## config.mk

```make
export PLATFORM = sky130hd
export DESIGN_NAME = rasa_pos
export DESIGN_NICKNAME = d
export VERILOG_FILES = /design/src/rtl/rasa_pkg.sv /design/src/rtl/rasa_pos.sv
export SDC_FILE = /design/constraint.sdc
export NUM_CORES = 1
export LEC_CHECK = 0
export ABC_CLOCK_PERIOD_IN_PS = 2700
export BUFFER_PORTS_ARGS = -buffer_cell sky130_fd_sc_hd__clkbuf_2
export CORE_AREA = 2 2 116 62
export DETAILED_ROUTE_END_ITERATION = 8
export DIE_AREA = 0 0 118 64
export MAX_ROUTING_LAYER = met4
export SLEW_MARGIN = 20
export SYNTH_ARGS = -nofsm -noshare
export SYNTH_HDL_FRONTEND = slang
export SYNTH_SLANG_ARGS = --single-unit
export TNS_END_PERCENT = 1
```

## constraint.sdc

```tcl
create_clock -name clk -period 2.7 [get_ports clk]
set_clock_uncertainty 0.15 [all_clocks]
set_input_delay 0.54 -clock clk [delete_from_list [all_inputs] [get_ports clk]]
set_output_delay 0.54 -clock clk [all_outputs]
set_load 0.01 [all_outputs]
```

## src/rtl/rasa_pkg.sv

```systemverilog
`timescale 1ns / 1ps
`default_nettype none
// ----------------------------------------------------------------------------
// rasa_pkg
// shared constants and types for the atlas slot allocator
// ----------------------------------------------------------------------------
package rasa_pkg;

  localparam int NUM_CELLS     = 280;
  localparam int FIRST_CELL    = 7;
  localparam int CELLS_PER_ROW = 20;
  localparam int CELL_W        = 100;
  localparam int CELL_H        = 145;
  localparam int CELL_BITS     = $clog2(NUM_CELLS);
  localparam int CNT_BITS      = $clog2(NUM_CELLS + 1);
  localparam int ROW_BITS      = $clog2(NUM_CELLS / CELLS_PER_ROW + 1);
  localparam int COL_BITS      = $clog2(CELLS_PER_ROW);

  localparam logic [15:0] COUNT_MAX = 16'hffff;

  localparam logic [1:0] OP_REQUEST = 2'd0;
  localparam logic [1:0] OP_RELEASE = 2'd1;
  localparam logic [1:0] OP_REL_ALL = 2'd2;
  localparam logic [1:0] OP_UNKNOWN = 2'd3;

  localparam logic [1:0] IMG_OK   = 2'd1;
  localparam logic [1:0] IMG_FAIL = 2'd2;

  localparam logic [2:0] ST_HIT      = 3'd0;
  localparam logic [2:0] ST_FRESH    = 3'd1;
  localparam logic [2:0] ST_EVICT    = 3'd2;
  localparam logic [2:0] ST_FULL     = 3'd3;
  localparam logic [2:0] ST_NO_IMAGE = 3'd4;
  localparam logic [2:0] ST_DECODE   = 3'd5;
  localparam logic [2:0] ST_RELEASED = 3'd6;
  localparam logic [2:0] ST_NOT_HELD = 3'd7;

  typedef logic [CELL_BITS-1:0] cell_t;

  typedef struct packed {
    logic [10:0] x;
    logic [10:0] y;
  } pos_t;

endpackage

`default_nettype wire

```

## src/rtl/rasa_pos.sv

```systemverilog
`timescale 1ns / 1ps
`default_nettype none
// ----------------------------------------------------------------------------
// rasa_pos
// cell index to pixel position, one row step per cycle by repeated subtract
// ----------------------------------------------------------------------------
module rasa_pos (
  input  wire                  clk,
  input  wire                  rst,
  input  wire                  start,
  input  wire rasa_pkg::cell_t slot,
  output logic                 done,
  output rasa_pkg::pos_t       pos
);
  import rasa_pkg::*;

  logic              busy;
  cell_t             rem;
  logic [10:0]       ypix;

  always_ff @(posedge clk) begin
    if (rst) begin
      busy <= 1'b0;
      done <= 1'b0;
    end else if (start) begin
      busy <= 1'b1;
      done <= 1'b0;
      rem  <= slot;
      ypix <= '0;
    end else if (busy) begin
      if (rem >= CELL_BITS'(CELLS_PER_ROW)) begin
        rem  <= rem - CELL_BITS'(CELLS_PER_ROW);
        ypix <= ypix + 11'(CELL_H);
      end else begin
        busy  <= 1'b0;
        done  <= 1'b1;
        pos.x <= 11'(rem * CELL_W);
        pos.y <= ypix;
      end
    end else begin
      done <= 1'b0;
    end
  end

endmodule

`default_nettype wire
```

==> summary.md, run 1 <==
In this run the remaining antenna-violating nets after routing total 0. The xor/xnor cell area share of the yosys netlist came out at 0.0533. The die is 118 um wide.

The floorplan has 21 rows. The number of antenna violations at the first check in global routing is 0, and the number of buffers on the longest clock path is 2. The worst setup path is launched from a flip-flop.

Area growth from synthesis to layout: 24.5%. The tools report the internal portion of total power as 1.29 mW. The critical path arrival came out at 2.49 ns.

Across all register-to-register paths, the minimum setup slack is 0.09 ns. The run gives 6.98 mm as the global-route wire length before repair. Arithmetic-cell share of the synthesized area counting full adders, half adders and majority gates: 0.139. The H-tree generated during clock tree synthesis spans 2 levels. The via count of the first global-routing pass came out at 1308. The library cells used most frequently in the layout, excluding fill and tap cells, are 40 x sky130_fd_sc_hd__edfxtp_1, 32 x sky130_fd_sc_hd__clkbuf_2, 17 x sky130_fd_sc_hd__inv_1. Average cell area after synthesis: 12.7 sq um. Data on the critical path is required at its endpoint by 2.58 ns. Dominant synthesized flop cell: sky130_fd_sc_hd__edfxtp_1. The largest single stage delay on the critical path is 0.49 ns.

The standard cell core area was 6490 sq um; the leakage power summed over all cells was 1.07 nW. The final RePlAce weighted congestion is 0.769, and the number of design-rule violations left by the first detailed-router iteration is 123. The switching power total was 0.453 mW.

The switching share of total power came out at 0.260. For the worst slack after detailed placement, the log shows 0.0103 ns. CTS placed an instance of sky130_fd_sc_hd__clkbuf_16 at the clock tree root. The part of the power in registers is 0.457. The sequential-to-total area share from yosys stat is 0.556. The number of buffers inserted by port buffering is 32. The tools report the number of failing setup endpoints in the final timing report as 0. The most numerous cell type found on the critical path is sky130_fd_sc_hd__ha_4. 35 I/O pins were placed.

The share of post-route cells with drive strength above 1 was 0.301. Leading area contributor after synthesis: sky130_fd_sc_hd__edfxtp_1. The post-synthesis mux area share was 0.0101. Worst ir drop on vdd: 0.000291 V. For the total clock sinks, the log shows 42.

Share of flip-flops with an asynchronous set or reset: 0. For this block, the routed nets add up to 4.48 mm of wire. The tools report the number of detailed-routing iterations run before antenna repair as 4. Combinational family with the most area after synthesis: adder cells. The filler cells instantiated in the layout total 612. The number of nets in the final layout was 253; the total half-perimeter wirelength after legalization and detailed placement was 3.25 mm. The final routed DRC violation total is 0, and the number of instances in the synthesized netlist is 176.

Overall power consumption after layout is estimated at 1.74 mW. The most frequent standard cell in the layout excluding fill and tap cells was sky130_fd_sc_hd__edfxtp_1. The share of the synthesized area in compound gates (AO/OA/AOI/OAI) works out to 0.101. For the final hold violation count, the log shows 0.

Cell with the biggest individual delay on the critical path: sky130_fd_sc_hd__edfxtp_1. The floorplan step set the die height to 64 um. The logs give 0.343 for the portion of total power attributed to the clock network and 0.0927 ns for the setup slack after layout. Starting utilization of the core area: 0.344.

Post-route clock period utilization: 0.966. The maximum number of pins on one net before global-route repair is 26, and the average wire per standard cell is 14.4 um. The final max-slew violation count was 0.

The number of storage elements in the synthesis netlist works out to 42. The repair_antennas step left the layout with diodes totalling 0. The final critical path time including I/O delays and setup is 2.61 ns, and the clock network latency to the later pin of the worst-skew pair is 0.28 ns. The combinational cell fraction of total power was 0.201. Share of the synthesized area in the top cell type: 0.538. The vias per cell came out at 4.67.

The clock-pin slew on the worst setup and hold paths is 0.06 ns, and the ratio of total power to cell area is 628 nW/um^2. The worst min-delay path category is reg2reg. The number of distinct library cells after synthesis came out at 41. Derived from the worst setup path, the maximum achievable clock frequency is 384 MHz.

Clock tree synthesis inserted a total of 5 buffers. The simple-gate area share of the yosys netlist works out to 0.0937. The run finished with clean final reports. During synthesis, Yosys emitted a total of 0 warnings. The total die area is 7550 sq um.

Traced cell by cell, the critical path runs through inv_1, ha_1, ha_4, fa_1, ha_4, nand2b_1, a21oi_2, xnor2_1. Summing every instance area after synthesis gives 2230 sq um. The tools report the remaining global-route overflow as 0. Global-route usage over all layers: 0.126. Detailed routing inserted a total of 1452 vias.

After synthesis, the cell types taking the most area are sky130_fd_sc_hd__edfxtp_1 54%, sky130_fd_sc_hd__ha_1 11%, sky130_fd_sc_hd__xnor2_1 3.5%. Along the worst path, the maximum fanout reaches 5. The critical path is of the reg2reg type. The tools report the type of destination of the critical path as a flip-flop. TritonCTS built the clock tree. The tools report the number of max-cap violations as 0. The number of enable-type register cells in the synthesized netlist was 40.
-- area by class of cell --
cell class	count	area, sq um	share of cell area
repair buffers	41	228	0.0820
multi-input cells	111	980	0.353
well taps	92	115	0.0415
clock inverters	3	23.8	0.00856
inverters	17	63.8	0.0230
flip-flops and latches	42	1240	0.447
clock buffers	5	125	0.0451
-- synthesized netlist by cell type, types with 2 or more instances --
library cell / count
sky130_fd_sc_hd__a21oi_1: 7
sky130_fd_sc_hd__a311oi_1: 2
sky130_fd_sc_hd__a31oi_1: 3
sky130_fd_sc_hd__and2_1: 2
sky130_fd_sc_hd__buf_2: 2
sky130_fd_sc_hd__buf_4: 2
sky130_fd_sc_hd__clkbuf_1: 2
sky130_fd_sc_hd__dfxtp_1: 2
sky130_fd_sc_hd__edfxtp_1: 40
sky130_fd_sc_hd__fa_1: 3
sky130_fd_sc_hd__ha_1: 20
sky130_fd_sc_hd__inv_1: 17
sky130_fd_sc_hd__nand2_1: 8
sky130_fd_sc_hd__nand4_1: 2
sky130_fd_sc_hd__nor2_1: 16
sky130_fd_sc_hd__nor2b_1: 4
sky130_fd_sc_hd__nor3_1: 4
sky130_fd_sc_hd__o21ai_0: 6
sky130_fd_sc_hd__o21ba_2: 2
sky130_fd_sc_hd__or3_1: 2
sky130_fd_sc_hd__xnor2_1: 9
sky130_fd_sc_hd__xor2_1: 2
-- registers in the layout (all words and copies together), names as in the netlist --
register,cells
pos,20
ypix,11
rem,9
busy,1
done,1
-- critical path, delay by kind of cell, from the launching register on --
| family | cells | cell delay (ns) |
|---|---|---|
| and+or+nand+nor | 1 | 0.07 |
| buffers and inverters | 1 | 0.08 |
| DFF | 1 | 0.49 |
| adders and majority gates | 4 | 1.33 |
| xor gates and xnor gates | 1 | 0.09 |
| AOI/OAI and AO/OA | 1 | 0.15 |
-- layer usage --
layer,GRT usage,vias to the layer above,part of all wire
met3,0.0286,4,0.074
met1,0.199,685,0.55
met4,0.0271,0,0.0067
met5,-,-,0
met2,0.157,53,0.37
li1,-,710,-
-- power by group through the flow --
stage               combinational (mW)  clock (mW)  sequential, mW
floorplan                        0.224           0           0.798
global placement                 0.287           0           0.806
detailed placement               0.288           0           0.807
CTS                              0.296       0.613           0.793
global route                     0.399       0.639           0.799
finish                           0.350       0.597           0.796
-- final timing paths --
check / startpoint / cells past startpoint / to
setup / recovery: rem[2] / 8 / pos[21]
hold / removal: busy / 2 / done
setup reg to reg: rem[2] / 8 / pos[21]
hold reg to reg: busy / 2 / done
-- cell families (layout without fill, tap and decap cells) --
| logic type | count (synthesis) | count (layout) |
|---|---|---|
| buffers and inverters | 24 | 66 |
| AO/OA/AOI/OAI | 30 | 30 |
| adder cells (fa/ha/maj) | 23 | 23 |
| flip-flops | 42 | 42 |
| multiplexers | 2 | 2 |
| AND/OR/NAND/NOR | 42 | 42 |
| XOR/XNOR | 12 | 12 |
| other | 1 | 2 |
-- metrics by stage --
stage               utilization  TNS (ns)  instances  hold slack (ns)  cell area, sq um
global placement          0.390         0        302            0.307              2530
finish                    0.428         0        311            0.322              2780
global route              0.428   -0.0311        311            0.364              2780
detailed placement        0.390         0        302            0.311              2530
CTS                       0.414         0        310            0.322              2690
floorplan                     -         0        177            0.271              2230
-- what timing repair did --
item | 4_1_cts | 5_1_grt
pin swaps | 0 | 8
gates resized for setup | 1 | 9
endpoints found under the setup margin | 1 | 2
buffers inserted | 0 | 1
cloned | 0 | 0
hold buffers | 0 | 0
No activity file was read; power rests on OpenSTA's default activity.
==> run 2, diff against run 1 <==
- ABC_CLOCK_PERIOD_IN_PS: 2700 -> 3000
- clock period: 2.7 -> 3 ns (I/O delays scaled with it)
==> run 2 against run 1 <==
Compared with the run above: fmax fell by 7.2%; first-iteration DRC count fell by 11%; final cell count fell by 1.6%; flip-flop and latch count did not move; clock power rose by 4.9%; setup slack improved by 0.097 ns; highest routed layer unchanged; register-to-register slack improved by 0.097 ns; final area fell by 3.7%; global-route usage rose by 0.25 points.
==> summary.md, run 2 (synthesized netlist as in run 1, its figures left out) <==
The peak clock frequency supported by timing came out at 356 MHz (was 384 MHz). The final RePlAce weighted congestion was 0.786 (was 0.769); the switching share of total power was 0.246 (was 0.260). The transition time at the pin with the least slew margin was 0.528 ns; the number of buffers on the longest clock path was 2 (unchanged).

Buffer cell driving the clock tree root: sky130_fd_sc_hd__clkbuf_16 (unchanged). Category of the most critical setup path: reg2reg (unchanged). The number of levels the H-tree was split into is 2 (unchanged), and the number of antenna violations at the first check in global routing is 0 (unchanged).

The post-layout instance area was 2670 sq um (was 2780 sq um). Floorplan die width: 118 um (unchanged). The top register by number of flip-flops is pos (unchanged).

The clock-pin slew on the worst setup and hold paths was 0.07 ns (was 0.06 ns); the total die area was 7550 sq um (unchanged). Critical path, cell by cell: ha_1, ha_1, ha_1, inv_1, fa_1, nand2b_1, a21oi_1, xnor2_1 (was inv_1, ha_1, ha_4, fa_1, ha_4, nand2b_1, a21oi_2, xnor2_1). For the portion of total power attributed to the clock network, the log shows 0.393 (was 0.343).

Row count: 21 (unchanged). The critical path arrival was 2.70 ns (was 2.49 ns); the post-cts resize count was 0 (was 1). The number of buffers inserted by port buffering was 32 (unchanged). Flip-flop count of the largest register, all copies and words added: 20 (unchanged). Setup repair after global routing left no endpoint under its margin. Combinational cell fraction of total power: 0.156 (was 0.201).

The leakage power summed over all cells is 1.07 nW (about the same), and the vias per cell is 4.47 (was 4.67). Startpoint of the lowest-slack register-to-register path: rem[2] (unchanged). For the final routed DRC violation total, the log shows 0 (unchanged).

The run gives 1.20 mW (was 1.29 mW) as the internal portion of total power. For the worst ir drop on vdd, the log shows 0.000216 V (was 0.000291 V). The area growth from synthesis to layout is 19.8% (was 24.5%), and the remaining global-route overflow is 0 (unchanged).

The logs give 0.392 mW (was 0.453 mW) for the switching power total and 640 (was 612) for the number of inserted filler cells in the final layout. The logs give 35 (unchanged) for the I/O pin count and 0 (unchanged) for the number of max-cap violations. For the number of detailed-routing iterations run before antenna repair, the log shows 4 (unchanged).

The nature of the critical path startpoint was a flip-flop (unchanged). Largest registers: pos: 20 flops, ypix: 11 flops, rem: 9 flops (unchanged). The clock network latency to the later pin of the worst-skew pair is 0.29 ns (was 0.28 ns), and the worst path required time is 2.89 ns (was 2.58 ns). The ratio of total power to cell area came out at 597 nW/um^2 (was 628 nW/um^2).

The most frequent standard cell in the layout excluding fill and tap cells is sky130_fd_sc_hd__edfxtp_1 (unchanged). The vertical die dimension is 64 um (unchanged), and the antenna violation net count after detailed routing is 0 (unchanged). Commonest cells after routing, fill and taps aside: 40 x sky130_fd_sc_hd__edfxtp_1, 32 x sky130_fd_sc_hd__clkbuf_2, 20 x sky130_fd_sc_hd__ha_1 (was 40 x sky130_fd_sc_hd__edfxtp_1, 32 x sky130_fd_sc_hd__clkbuf_2, 17 x sky130_fd_sc_hd__inv_1). The destination of the worst register-to-register timing path is pos[21] (unchanged). The tools report the critical path endpoint as pos[21] (unchanged). The total length of routed wires is 4.35 mm (was 4.48 mm), and the number of CTS-inserted buffers is 5 (unchanged). The standard cell core area was 6490 sq um (unchanged); the normalized max-slew margin was 0.646.

The run finished with clean final reports. The via count of the first global-routing pass was 1313 (was 1308). The tools report the via count as 1369 (was 1452).

Type of destination of the critical path: a flip-flop (unchanged). The cell with the biggest individual delay on the critical path is sky130_fd_sc_hd__edfxtp_1 (unchanged). TritonCTS built the clock tree. The final max-slew violation count is 0 (unchanged), and the average wire per standard cell is 14.2 um (was 14.4 um). The maximum number of pins on one net before global-route repair was 20 (was 26); the global-route wire length before repair was 7.04 mm (was 6.98 mm).

The cell seen most often among critical-path stages is sky130_fd_sc_hd__ha_1 (was sky130_fd_sc_hd__ha_4). The tools report the total cell area at the placement stage as 2500 sq um (was 2530 sq um). The launch point of the worst hold path is ypix[10] (was busy). The share of post-route cells with drive strength above 1 was 0.238 (was 0.301); the antenna diode count was 0 (unchanged).

The tools report the total half-perimeter wirelength after legalization and detailed placement as 3.22 mm (was 3.25 mm). The final critical path time including I/O delays and setup was 2.81 ns (was 2.61 ns). The total of hold buffers inserted after clock tree synthesis is 0 (unchanged). The number of setup buffers added after CTS is 0 (unchanged). The part of the power in registers was 0.451 (was 0.457); the post-route clock period utilization was 0.937 (was 0.966).

The tools report the total clock sinks as 42 (unchanged). The number of failing setup endpoints in the final timing report was 0 (unchanged). The tools report the worst setup path startpoint as rem[2] (unchanged).

The register-to-register setup slack was 0.19 ns (was 0.09 ns); the starting utilization of the core area was 0.344 (unchanged). The number of design-rule violations left by the first detailed-router iteration is 109 (was 123), and the biggest fanout along the worst timing path is 8 (was 5). The depth of the worst register-to-register path is 8 (unchanged), and the setup total negative slack is 0 ns (unchanged). The worst min-delay path category is reg2reg (unchanged). The tools report the number of nets in the final layout as 248 (was 253). The final hold violation count is 0 (unchanged), and the delay of the slowest cell on the worst path is 0.54 ns (was 0.49 ns).

Global-route usage over all layers: 0.128 (was 0.126).
run 2: cell type report:
cell class	count	area [sq um]	area share
Timing Repair Buffer	36	190	0.0712
Sequential cell	42	1240	0.464
Clock buffer	5	125	0.0468
Inverter	17	63.8	0.0239
Clock inverter	3	43.8	0.0164
Tap cell	92	115	0.0431
Multi-Input combinational cell	111	893	0.334
run 2: how the worst min path moves through the flow:
| stage | to | slack, ns | cells after the start |
|---|---|---|---|
| 5_1_grt | pos[10] | 0.35 | 0 |
| 3_3_place_gp | pos[10] | 0.30 | 0 |
| 4_1_cts | done | 0.32 | 2 |
| 3_5_place_dp | pos[10] | 0.31 | 0 |
| 6_report | pos[10] | 0.32 | 0 |
| 2_1_floorplan | pos[2] | 0.27 | 0 |
run 2: per-layer routing:
layer,vias up,global-route usage,routed length (um)
li1,702,-,-
met1,632,0.203,2590
met2,30,0.153,1540
met3,5,0.0277,166
met4,0,0.0452,53
met5,-,-,0
run 2: critical path: cells and delay by family, from the launching register on:
kind	cells	cell delay (ns)
flops	1	0.54
simple gates	1	0.16
compound gates	1	0.16
buf+inv	1	0.06
fa+ha+maj	4	1.39
xor+xnor	1	0.09
run 2: power groups by stage:
stage | clock [mW] | sequential (mW) | combinational, mW
floorplan | 0 | 0.718 | 0.202
global placement | 0 | 0.730 | 0.246
detailed placement | 0 | 0.731 | 0.250
CTS | 0.636 | 0.718 | 0.253
global route | 0.660 | 0.722 | 0.290
finish | 0.626 | 0.719 | 0.249
run 2: metrics by stage:
stage | power (mW) | std cells | util | setup slack, ns | hold slack [ns]
3_3_place_gp | 0.976 | 298 | 0.386 | 0.267 | 0.303
6_report | 1.59 | 306 | 0.412 | 0.190 | 0.323
4_1_cts | 1.61 | 306 | 0.412 | 0.167 | 0.324
2_1_floorplan | 0.920 | 177 | - | 0.361 | 0.271
3_5_place_dp | 0.980 | 298 | 0.386 | 0.191 | 0.315
5_1_grt | 1.67 | 306 | 0.412 | 0.0454 | 0.345
